$ cat src/uuidp_pkg.sv
// ----------------------------------------------------------------------------
// uuidp_pkg
// Shared types, constants and helper functions for the UUID text parser.
// ----------------------------------------------------------------------------
`default_nettype none

package uuidp_pkg;

   // Width of the saturating character position.
   localparam int unsigned PosW = 6;
   localparam logic [PosW-1:0] POS_MAX = 6'd63;

   // Form codes.
   localparam logic [1:0] FORM_PLAIN = 2'd0;
   localparam logic [1:0] FORM_HYPH  = 2'd1;
   localparam logic [1:0] FORM_BRACE = 2'd2;
   localparam logic [1:0] FORM_URN   = 2'd3;

   // Total string length of each form, one bit wider than the position.
   localparam logic [PosW:0] LEN_PLAIN = 7'd32;
   localparam logic [PosW:0] LEN_HYPH  = 7'd36;
   localparam logic [PosW:0] LEN_BRACE = 7'd38;
   localparam logic [PosW:0] LEN_URN   = 7'd45;

   // Byte count of each of the first four of the 8-4-4-4-12 groups.
   localparam int unsigned GROUP_BYTES0 = 4;
   localparam int unsigned GROUP_BYTES1 = 2;
   localparam int unsigned GROUP_BYTES2 = 2;
   localparam int unsigned GROUP_BYTES3 = 2;

   // Hyphen positions within the 36-character body.
   localparam int unsigned HYPH_AT0 = GROUP_BYTES0 * 2;
   localparam int unsigned HYPH_AT1 = HYPH_AT0 + 1 + GROUP_BYTES1 * 2;
   localparam int unsigned HYPH_AT2 = HYPH_AT1 + 1 + GROUP_BYTES2 * 2;
   localparam int unsigned HYPH_AT3 = HYPH_AT2 + 1 + GROUP_BYTES3 * 2;

   // Length of the "urn:uuid:" prefix.
   localparam logic [PosW-1:0] URN_PREFIX_LEN = 6'd9;

   // Special characters.
   localparam logic [7:0] CHAR_DASH   = 8'h2D;
   localparam logic [7:0] CHAR_LBRACE = 8'h7B;
   localparam logic [7:0] CHAR_RBRACE = 8'h7D;
   localparam logic [7:0] CHAR_LOW_U  = 8'h75;
   localparam logic [7:0] CASE_BIT    = 8'h20;

   // Classification of one character, handed from the classifier to the top.
   typedef struct packed {
      logic       hex_ok;
      logic [3:0] hex_val;
      logic       is_dash;
      logic       is_lbrace;
      logic       is_rbrace;
      logic [7:0] lower;
   } char_class_type;

   // Character expected at each place of the lower-case "urn:uuid:" prefix.
   function automatic logic [7:0] urn_prefix_char(input logic [3:0] idx);
      logic [7:0] ch;
      case (idx)
         4'd0:    ch = 8'h75;  // u
         4'd1:    ch = 8'h72;  // r
         4'd2:    ch = 8'h6E;  // n
         4'd3:    ch = 8'h3A;  // :
         4'd4:    ch = 8'h75;  // u
         4'd5:    ch = 8'h75;  // u
         4'd6:    ch = 8'h69;  // i
         4'd7:    ch = 8'h64;  // d
         4'd8:    ch = 8'h3A;  // :
         default: ch = 8'h00;
      endcase
      return ch;
   endfunction

   // True where the 36-character body holds a hyphen.
   function automatic logic is_hyphen_slot(input logic [PosW-1:0] body);
      return (body == PosW'(HYPH_AT0)) || (body == PosW'(HYPH_AT1)) ||
             (body == PosW'(HYPH_AT2)) || (body == PosW'(HYPH_AT3));
   endfunction

endpackage

`default_nettype wire

$ cat src/uuidp_char_class.sv
// ----------------------------------------------------------------------------
// uuidp_char_class
// Classifies one character: hex digit value, separators and lower-case form.
// ----------------------------------------------------------------------------
`default_nettype none

module uuidp_char_class
   import uuidp_pkg::*;
(
   input  wire logic [7:0]     char_in,
   output char_class_type      cls
);

   // Hex digit decode in either case, the separators and the folded letter.
   always_comb begin
      cls.hex_ok  = 1'b1;
      cls.hex_val = 4'd0;
      if (char_in >= 8'h30 && char_in <= 8'h39) begin
         cls.hex_val = 4'(char_in - 8'h30);
      end else if (char_in >= 8'h61 && char_in <= 8'h66) begin
         cls.hex_val = 4'(char_in - 8'h57);
      end else if (char_in >= 8'h41 && char_in <= 8'h46) begin
         cls.hex_val = 4'(char_in - 8'h37);
      end else begin
         cls.hex_ok  = 1'b0;
      end

      // Separators.
      cls.is_dash   = (char_in == CHAR_DASH);
      cls.is_lbrace = (char_in == CHAR_LBRACE);
      cls.is_rbrace = (char_in == CHAR_RBRACE);

      // Only upper-case letters are folded.
      cls.lower = (char_in >= 8'h41 && char_in <= 8'h5A) ? (char_in | CASE_BIT) : char_in;
   end

endmodule

`default_nettype wire

$ cat src/uuid_text_parser.sv
// ----------------------------------------------------------------------------
// uuid_text_parser
// Streams a UUID text one character per item and reports validity and the
// 128-bit value on the character marked last.
// ----------------------------------------------------------------------------
//  Channel   Direction  Handshake            Payload
//  req_      in         req_valid/req_stall  req_char_in, req_is_last
//  rsp_      out        rsp_valid/rsp_stall  rsp_valid_res, rsp_uuid_high, rsp_uuid_low
//
// One character is taken every cycle unless the input is stalled; a result
// follows its last character through the input register, then the result register.
// Reset is synchronous and clears both stages and the parse state.
// Only an item marked last waits on a stalled result register; other
// characters keep flowing while a result is held.
// ----------------------------------------------------------------------------
`default_nettype none

module uuid_text_parser
   import uuidp_pkg::*;
(
   input  wire logic        clock,
   input  wire logic        reset,
   input  wire logic        req_valid,
   output logic             req_stall,
   input  wire logic [7:0]  req_char_in,
   input  wire logic        req_is_last,
   output logic             rsp_valid,
   input  wire logic        rsp_stall,
   output logic             rsp_valid_res,
   output logic [63:0]      rsp_uuid_high,
   output logic [63:0]      rsp_uuid_low
);

   // Input register.
   logic                in_vld_ff, in_vld_in;
   logic [7:0]          in_char_ff;
   logic                in_last_ff;

   // Parse state.
   logic [PosW-1:0]     pos_ff, pos_in;
   logic [1:0]          form_ff, form_in;
   logic                err_ff, err_in;
   logic [63:0]         acc_hi_ff, acc_hi_in;
   logic [63:0]         acc_lo_ff, acc_lo_in;

   // Result register.
   logic                out_vld_ff, out_vld_in;
   logic                out_ok_ff;
   logic [63:0]         out_hi_ff;
   logic [63:0]         out_lo_ff;

   logic                advance;
   logic                take_req;
   char_class_type      cls;
   logic [1:0]          form_cur;
   logic                hex_take;
   logic                body_take;
   logic [PosW-1:0]     body_idx;
   logic                err_now;
   logic [PosW:0]       len_need;
   logic                ok;
   logic [63:0]         acc_hi_nx;
   logic [63:0]         acc_lo_nx;

   uuidp_char_class u_class (
      .char_in (in_char_ff),
      .cls     (cls)
   );

   // A held character moves on unless it is last and the result is stuck.
   assign advance   = in_vld_ff && (!in_last_ff || !out_vld_ff || !rsp_stall);
   assign req_stall = in_vld_ff && !advance;
   assign take_req  = req_valid && !req_stall;
   assign in_vld_in = take_req || (in_vld_ff && !advance);

   always_ff @(posedge clock) begin
      if (reset) begin
         in_vld_ff <= 1'b0;
      end else begin
         in_vld_ff <= in_vld_in;
      end
   end

   always_ff @(posedge clock) begin
      if (take_req) begin
         in_char_ff <= req_char_in;
         in_last_ff <= req_is_last;
      end
   end

   // Form selection: first character picks urn, braced or plain, ninth may pick hyphenated.
   always_comb begin
      if (pos_ff == '0) begin
         if ((in_char_ff | CASE_BIT) == CHAR_LOW_U) begin
            form_cur = FORM_URN;
         end else if (cls.is_lbrace) begin
            form_cur = FORM_BRACE;
         end else begin
            form_cur = FORM_PLAIN;
         end
      end else begin
         form_cur = form_ff;
      end
      if (form_cur == FORM_PLAIN && pos_ff == PosW'(HYPH_AT0) && cls.is_dash) begin
         form_cur = FORM_HYPH;
      end
   end

   // Check the character against its place and decide whether it is a digit.
   always_comb begin
      err_now   = 1'b0;
      hex_take  = 1'b0;
      body_take = 1'b0;
      body_idx  = pos_ff;
      case (form_cur)
         FORM_PLAIN: begin
            if (pos_ff < PosW'(LEN_PLAIN)) begin
               hex_take = 1'b1;
            end else begin
               err_now = 1'b1;
            end
         end
         FORM_HYPH: begin
            if (pos_ff < PosW'(LEN_HYPH)) begin
               body_take = 1'b1;
            end else begin
               err_now = 1'b1;
            end
         end
         FORM_BRACE: begin
            body_idx = pos_ff - 1'b1;
            if (pos_ff == '0) begin
               err_now = !cls.is_lbrace;
            end else if (pos_ff <= PosW'(LEN_HYPH)) begin
               body_take = 1'b1;
            end else if (pos_ff == PosW'(LEN_BRACE - 1'b1)) begin
               err_now = !cls.is_rbrace;
            end else begin
               err_now = 1'b1;
            end
         end
         default: begin
            body_idx = pos_ff - URN_PREFIX_LEN;
            if (pos_ff < URN_PREFIX_LEN) begin
               err_now = (cls.lower != urn_prefix_char(pos_ff[3:0]));
            end else if (pos_ff < PosW'(LEN_URN)) begin
               body_take = 1'b1;
            end else begin
               err_now = 1'b1;
            end
         end
      endcase
      // Inside the grouped body a slot holds either a hyphen or a digit.
      if (body_take) begin
         if (is_hyphen_slot(body_idx)) begin
            err_now = !cls.is_dash;
         end else begin
            hex_take = 1'b1;
         end
      end
      if (hex_take && !cls.hex_ok) begin
         err_now  = 1'b1;
         hex_take = 1'b0;
      end
   end

   // Value with the current digit shifted in, when the character is one.
   always_comb begin
      acc_hi_nx = acc_hi_ff;
      acc_lo_nx = acc_lo_ff;
      if (hex_take) begin
         acc_hi_nx = {acc_hi_ff[59:0], acc_lo_ff[63:60]};
         acc_lo_nx = {acc_lo_ff[59:0], cls.hex_val};
      end
   end

   // Required length for the chosen form.
   always_comb begin
      case (form_cur)
         FORM_PLAIN: len_need = LEN_PLAIN;
         FORM_HYPH:  len_need = LEN_HYPH;
         FORM_BRACE: len_need = LEN_BRACE;
         default:    len_need = LEN_URN;
      endcase
   end

   assign ok = !(err_ff || err_now) && ({1'b0, pos_ff} + 1'b1 == len_need);

   // Next parse state; a last character returns everything to reset values.
   always_comb begin
      pos_in    = pos_ff;
      form_in   = form_ff;
      err_in    = err_ff;
      acc_hi_in = acc_hi_ff;
      acc_lo_in = acc_lo_ff;
      if (advance) begin
         if (in_last_ff) begin
            pos_in    = '0;
            form_in   = FORM_PLAIN;
            err_in    = 1'b0;
            acc_hi_in = '0;
            acc_lo_in = '0;
         end else begin
            pos_in    = (pos_ff < POS_MAX) ? pos_ff + 1'b1 : POS_MAX;
            form_in   = form_cur;
            err_in    = err_ff || err_now;
            acc_hi_in = acc_hi_nx;
            acc_lo_in = acc_lo_nx;
         end
      end
   end

   always_ff @(posedge clock) begin
      if (reset) begin
         pos_ff    <= '0;
         form_ff   <= FORM_PLAIN;
         err_ff    <= 1'b0;
         acc_hi_ff <= '0;
         acc_lo_ff <= '0;
      end else begin
         pos_ff    <= pos_in;
         form_ff   <= form_in;
         err_ff    <= err_in;
         acc_hi_ff <= acc_hi_in;
         acc_lo_ff <= acc_lo_in;
      end
   end

   // Result register: loaded by a last character, emptied when taken.
   assign out_vld_in = (advance && in_last_ff) || (out_vld_ff && rsp_stall);

   always_ff @(posedge clock) begin
      if (reset) begin
         out_vld_ff <= 1'b0;
      end else begin
         out_vld_ff <= out_vld_in;
      end
   end

   // The last character's own digit is part of the reported value.
   always_ff @(posedge clock) begin
      if (advance && in_last_ff) begin
         out_ok_ff <= ok;
         out_hi_ff <= ok ? acc_hi_nx : '0;
         out_lo_ff <= ok ? acc_lo_nx : '0;
      end
   end

   assign rsp_valid     = out_vld_ff;
   assign rsp_valid_res = out_ok_ff;
   assign rsp_uuid_high = out_hi_ff;
   assign rsp_uuid_low  = out_lo_ff;

endmodule

`default_nettype wire

$ cat config.mk
export PLATFORM = sky130hd
export DESIGN_NAME = uuid_text_parser
export DESIGN_NICKNAME = d
export VERILOG_FILES = /design/src/uuidp_pkg.sv /design/src/uuidp_char_class.sv /design/src/uuid_text_parser.sv
export SDC_FILE = /design/constraint.sdc
export NUM_CORES = 1
export LEC_CHECK = 0
export ABC_AREA = 1
export BUFFER_PORTS_ARGS = -buffer_cell sky130_fd_sc_hd__buf_2
export CAP_MARGIN = 20
export CORE_AREA = 2 2 185 187
export CTS_CLUSTER_SIZE = 16
export DETAILED_ROUTE_END_ITERATION = 7
export DIE_AREA = 0 0 187 189
export HOLD_SLACK_MARGIN = 0.15
export PLACE_DENSITY = 0.72
export SYNTH_ARGS = -nofsm -noshare
export SYNTH_HDL_FRONTEND = slang
export SYNTH_SLANG_ARGS = --single-unit
$ cat constraint.sdc
create_clock -name clock -period 10.3 [get_ports clock]
set_input_delay 1.03 -clock clock [delete_from_list [all_inputs] [get_ports clock]]
set_output_delay 1.03 -clock clock [all_outputs]
set_load 0.05 [all_outputs]
==> run_results.csv <==
group,metric,value,unit
outcome,outcome,"complete, no violations",
detailed_routing,first_iter_violations,936,
synth,yosys.area.top_type,"sky130_fd_sc_hd__edfxtp_1",
worst_setup_path,timing.critical_path.mode_cell,"sky130_fd_sc_hd__nand2_4",
worst_setup_path,worst_setup_path_start_kind,"flop",
layout,layout-drive-gt1-share,0.218,
place,gp_congestion,0.876,
synth,postSynthAreaPerCell,8.59,um^2
flow_run,maxCapViolations,0,
timing,grt_setup_unrepaired,"false",
min_path,hold_path.startpoint,"acc_hi_ff[63]$_SDFFE_PP0P_",
global_route,grt.met3_usage,0.0304,
clock_tree,cts.hold.buffers_added,0,
clock_tree,clock_tree_from_tritoncts,"done",
synth,mappedNetlistNets,1706,
clock_tree,root_cell_of_the_clock_tree,"sky130_fd_sc_hd__clkbuf_16",
global_route,use_met2,0.296,
synth,post-synth-top-count-cell,"sky130_fd_sc_hd__nand2_1",
place,post-place-cells,2182,
detailed_routing,drt_pre_antenna_iters,5,
layout,area_growth,11.9,%
detailed_routing,detail_route.drc_violations,0,
die,io-pin-count,144,
global_route,busiest_layer,"met2",
timing,drv_slew,0,
synth,yosys_warnings,0,
timing,layout_worst_path_cycle_share,0.476,
worst_setup_path,reg2reg_setup_slack,5390,ps
clock_tree,cts_setup_buffers,0,
worst_setup_path,critical_path_peak_fanout,39,
worst_setup_path,critical_path.endpoint_type,"flop",
die,die_area,35300,um^2
power,pwr_density_cell,155,nW/um^2
layout,finish.cell_count_without_fillers,2239,
layout,design.final.nets,1787,
layout,n_fill_cell,3144,
worst_setup_path,largest_stage_delay_worst_path,890,ps
synth,syn_inst,1686,
clock_tree,path_clk_slew,60,ps
synth,ys_top_cells_by_area,"sky130_fd_sc_hd__edfxtp_1, sky130_fd_sc_hd__dfxtp_1, sky130_fd_sc_hd__nand2_1",
timing,setup_viol,0,
min_path,hold-path-cell-count,2,
worst_setup_path,critical_path.reg2reg.endpoint,"rsp_uuid_high[57]$_SDFFCE_PN0P_",
synth,netlist.area_leader.share,0.286,
detailed_routing,wl,32.8,mm
die,die_w,187,um
timing,tightest_slew,1120,ps
worst_setup_path,reg2regPathDepth,16,
worst_setup_path,rr_startpoint,"pos_ff[0]$_SDFFE_PP0P_",
global_route,grt_residual_overflow,0,
timing,min_tclk_post_route,4910,ps
global_route,grt_antenna_before_repair,0,
clock_tree,clockBufferDepth,3,
min_path,min_path_type,"flop to flop",
detailed_routing,avgViaCountPerCell,5.02,
layout,diodes,0,
layout,multiInputGateArea,6100,um^2
detailed_routing,wl_cell,14.7,um
global_route,grt_usage,0.183,
detailed_routing,route.vias.total,11200,
timing,post_route_setup_tns,0,ps
synth,seq_area_frac_synth,0.488,
die,fp.coreArea,33300,um^2
worst_setup_path,criticalPathCategory,"flop to flop",
synth,synth_async_sr_flop_share,0,
clock_tree,cts_sinks,284,
die,initial_core_util,0.435,
clock_tree,tritoncts.num_buffers,30,
place,place.detailed.hpwl,20.5,mm
global_route,grt_pass1_wl,53.8,mm
global_route,first_global_vias,10800,
worst_setup_path,timing.critical_path.required,10590,ps
power,p_leak,5.94,nW
detailed_routing,antenna_left,0,
synth,synthTopCellsByCount,"sky130_fd_sc_hd__nand2_1, sky130_fd_sc_hd__nand3_1, sky130_fd_sc_hd__inv_1",
synth,synth-edff-count,138,
timing,timing.fmax,204,MHz
timing,timing.clock.skew,20.6,ps
clock_tree,cts.htree.levels,1,
timing,timing.max_slew.rel_slack,0.255,
worst_setup_path,timing.critical_path.cells,"inv_1, ha_1, nand2_4, nor2_8, nand2_4, nand2_4, o21ai_1, nand3_1, a21oi_2, nand3_1, nand2_4, nand3_2, nand4_4, buf_4, buf_4, nor2_2",
synth,postSynthRegisterBits,284,
die,num_rows,67,
layout,seq_area,7070,um^2
place,io_buffer_count,143,
worst_setup_path,timing.critical_path.arrival,5200,ps
worst_setup_path,critPathSlowestCell,"sky130_fd_sc_hd__buf_4",
power,p_total,2.51,mW
clock_tree,postCtsResizedCells,0,
clock_tree,insertion_delay_of_the_later_clocked_pin_in_the_worst_skew_pair,560,ps
die,dieHeight,189,um
timing,timing_hold_violations_final,0,
power,ir_worst_vdd,0.141,mV
synth,mappedNetlistArea,14500,um^2
global_route,global_route.usage.met1,0.249,
global_route,largest_net_degree_at_the_start_of_global_routing,94,
synth,cell_variety_after_synth,48,
synth,synth_top_flop_cell,"sky130_fd_sc_hd__dfxtp_1",
min_path,min_to,"acc_hi_ff[63]$_SDFFE_PP0P_",
-- where the power goes --
part / switching, mW / internal [mW] / leakage (nW)
registers: 0.0107 / 1.20 / 2.49
logic: 0.191 / 0.0510 / 2.98
clock network: 0.443 / 0.611 / 0.475
-- sequential cells by signal, indices dropped and copies added, names as in the netlist, named ones only --
| name | cells |
|---|---|
| rsp_valid | 1 |
| pos_ff | 6 |
| rsp_valid_res | 1 |
| rsp_uuid_low | 64 |
| err_ff | 1 |
| in_char_ff | 8 |
| in_last_ff | 1 |
| acc_hi_ff | 64 |
| in_vld_ff | 1 |
| form_ff | 2 |
| acc_lo_ff | 64 |
| rsp_uuid_high | 64 |
-- logic make-up (layout without fill, tap and decap cells) --
| group | after synthesis | after routing | synth area share |
|---|---|---|---|
| buffers and inverters | 284 | 389 | 0.0929 |
| XOR/XNOR | 13 | 13 | 0.00787 |
| AND/OR/NAND/NOR | 930 | 930 | 0.344 |
| AO/OA/AOI/OAI | 168 | 168 | 0.0609 |
| adder cells (fa/ha/maj) | 7 | 7 | 0.00605 |
| flip-flops | 284 | 284 | 0.488 |
-- layout by cell type, fill, tap and decap left out, types with 6 or more instances in the layout --
cell and instances:
sky130_fd_sc_hd__buf_4 11, sky130_fd_sc_hd__buf_2 142, sky130_fd_sc_hd__o21ai_0 14, sky130_fd_sc_hd__ha_1 7, sky130_fd_sc_hd__nand4_1 6, sky130_fd_sc_hd__dfxtp_1 146, sky130_fd_sc_hd__nor2_4 102, sky130_fd_sc_hd__nand2_2 36
sky130_fd_sc_hd__clkbuf_16 32, sky130_fd_sc_hd__inv_1 170, sky130_fd_sc_hd__nor2_1 53, sky130_fd_sc_hd__nor2_2 14, sky130_fd_sc_hd__nand2_4 11, sky130_fd_sc_hd__xor2_1 10, sky130_fd_sc_hd__nand2_1 409, sky130_fd_sc_hd__edfxtp_1 138
sky130_fd_sc_hd__nand3_1 271, sky130_fd_sc_hd__inv_2 7, sky130_fd_sc_hd__a21oi_1 137
-- layout make-up --
class,count,share of cell area
tap,448,0.0346
timing repair buffer,154,0.0502
clock buffer,40,0.0531
sequential,284,0.436
clock inverter,16,0.00734
inverter,179,0.0419
multi-input combinational,1118,0.376
-- metrics by stage --
stage,area (um^2),setup WS [ps],hold WS [ps],utilization
after floorplan,14500,5810,445,-
after global placement,15200,5490,451,0.457
after detailed placement,15200,5400,455,0.457
after CTS,16200,5410,465,0.486
after global routing,16200,5020,477,0.487
final,16200,5390,464,0.487
-- how the worst max path moves through the flow --
| stage | from | endpoint | slack (ps) | cells after the start |
|---|---|---|---|---|
| detailed placement | pos_ff[0]$_SDFFE_PP0P_ | rsp_uuid_high[57]$_SDFFCE_PN0P_ | 5400 | 16 |
| CTS | pos_ff[0]$_SDFFE_PP0P_ | rsp_uuid_high[57]$_SDFFCE_PN0P_ | 5410 | 16 |
| finish | pos_ff[0]$_SDFFE_PP0P_ | rsp_uuid_high[57]$_SDFFCE_PN0P_ | 5390 | 16 |
| global route | pos_ff[0]$_SDFFE_PP0P_ | rsp_uuid_high[57]$_SDFFCE_PN0P_ | 5020 | 19 |
| global placement | pos_ff[0]$_SDFFE_PP0P_ | rsp_uuid_high[54]$_SDFFCE_PN0P_ | 5490 | 17 |
| floorplan | rsp_stall | rsp_uuid_high[0]$_SDFFCE_PN0P_ | 5810 | 7 |
-- layer usage --
| layer | part of all wire | vias up |
|---|---|---|
| li1 | - | 5629 |
| met3 | 0.057 | 55 |
| met1 | 0.45 | 5264 |
| met4 | 0.029 | 0 |
| met2 | 0.47 | 291 |
| met5 | 0 | - |
-- worst max-delay path, delay by kind of cell, from the launching register on --
kind,cells,cell delay [ps]
buffers and inverters,3,1820
flip-flops,1,500
AO/OA/AOI/OAI,2,340
AND/OR/NAND/NOR,10,1590
adder cells (fa/ha/maj),1,310
No activity file was read; power rests on OpenSTA's default activity.
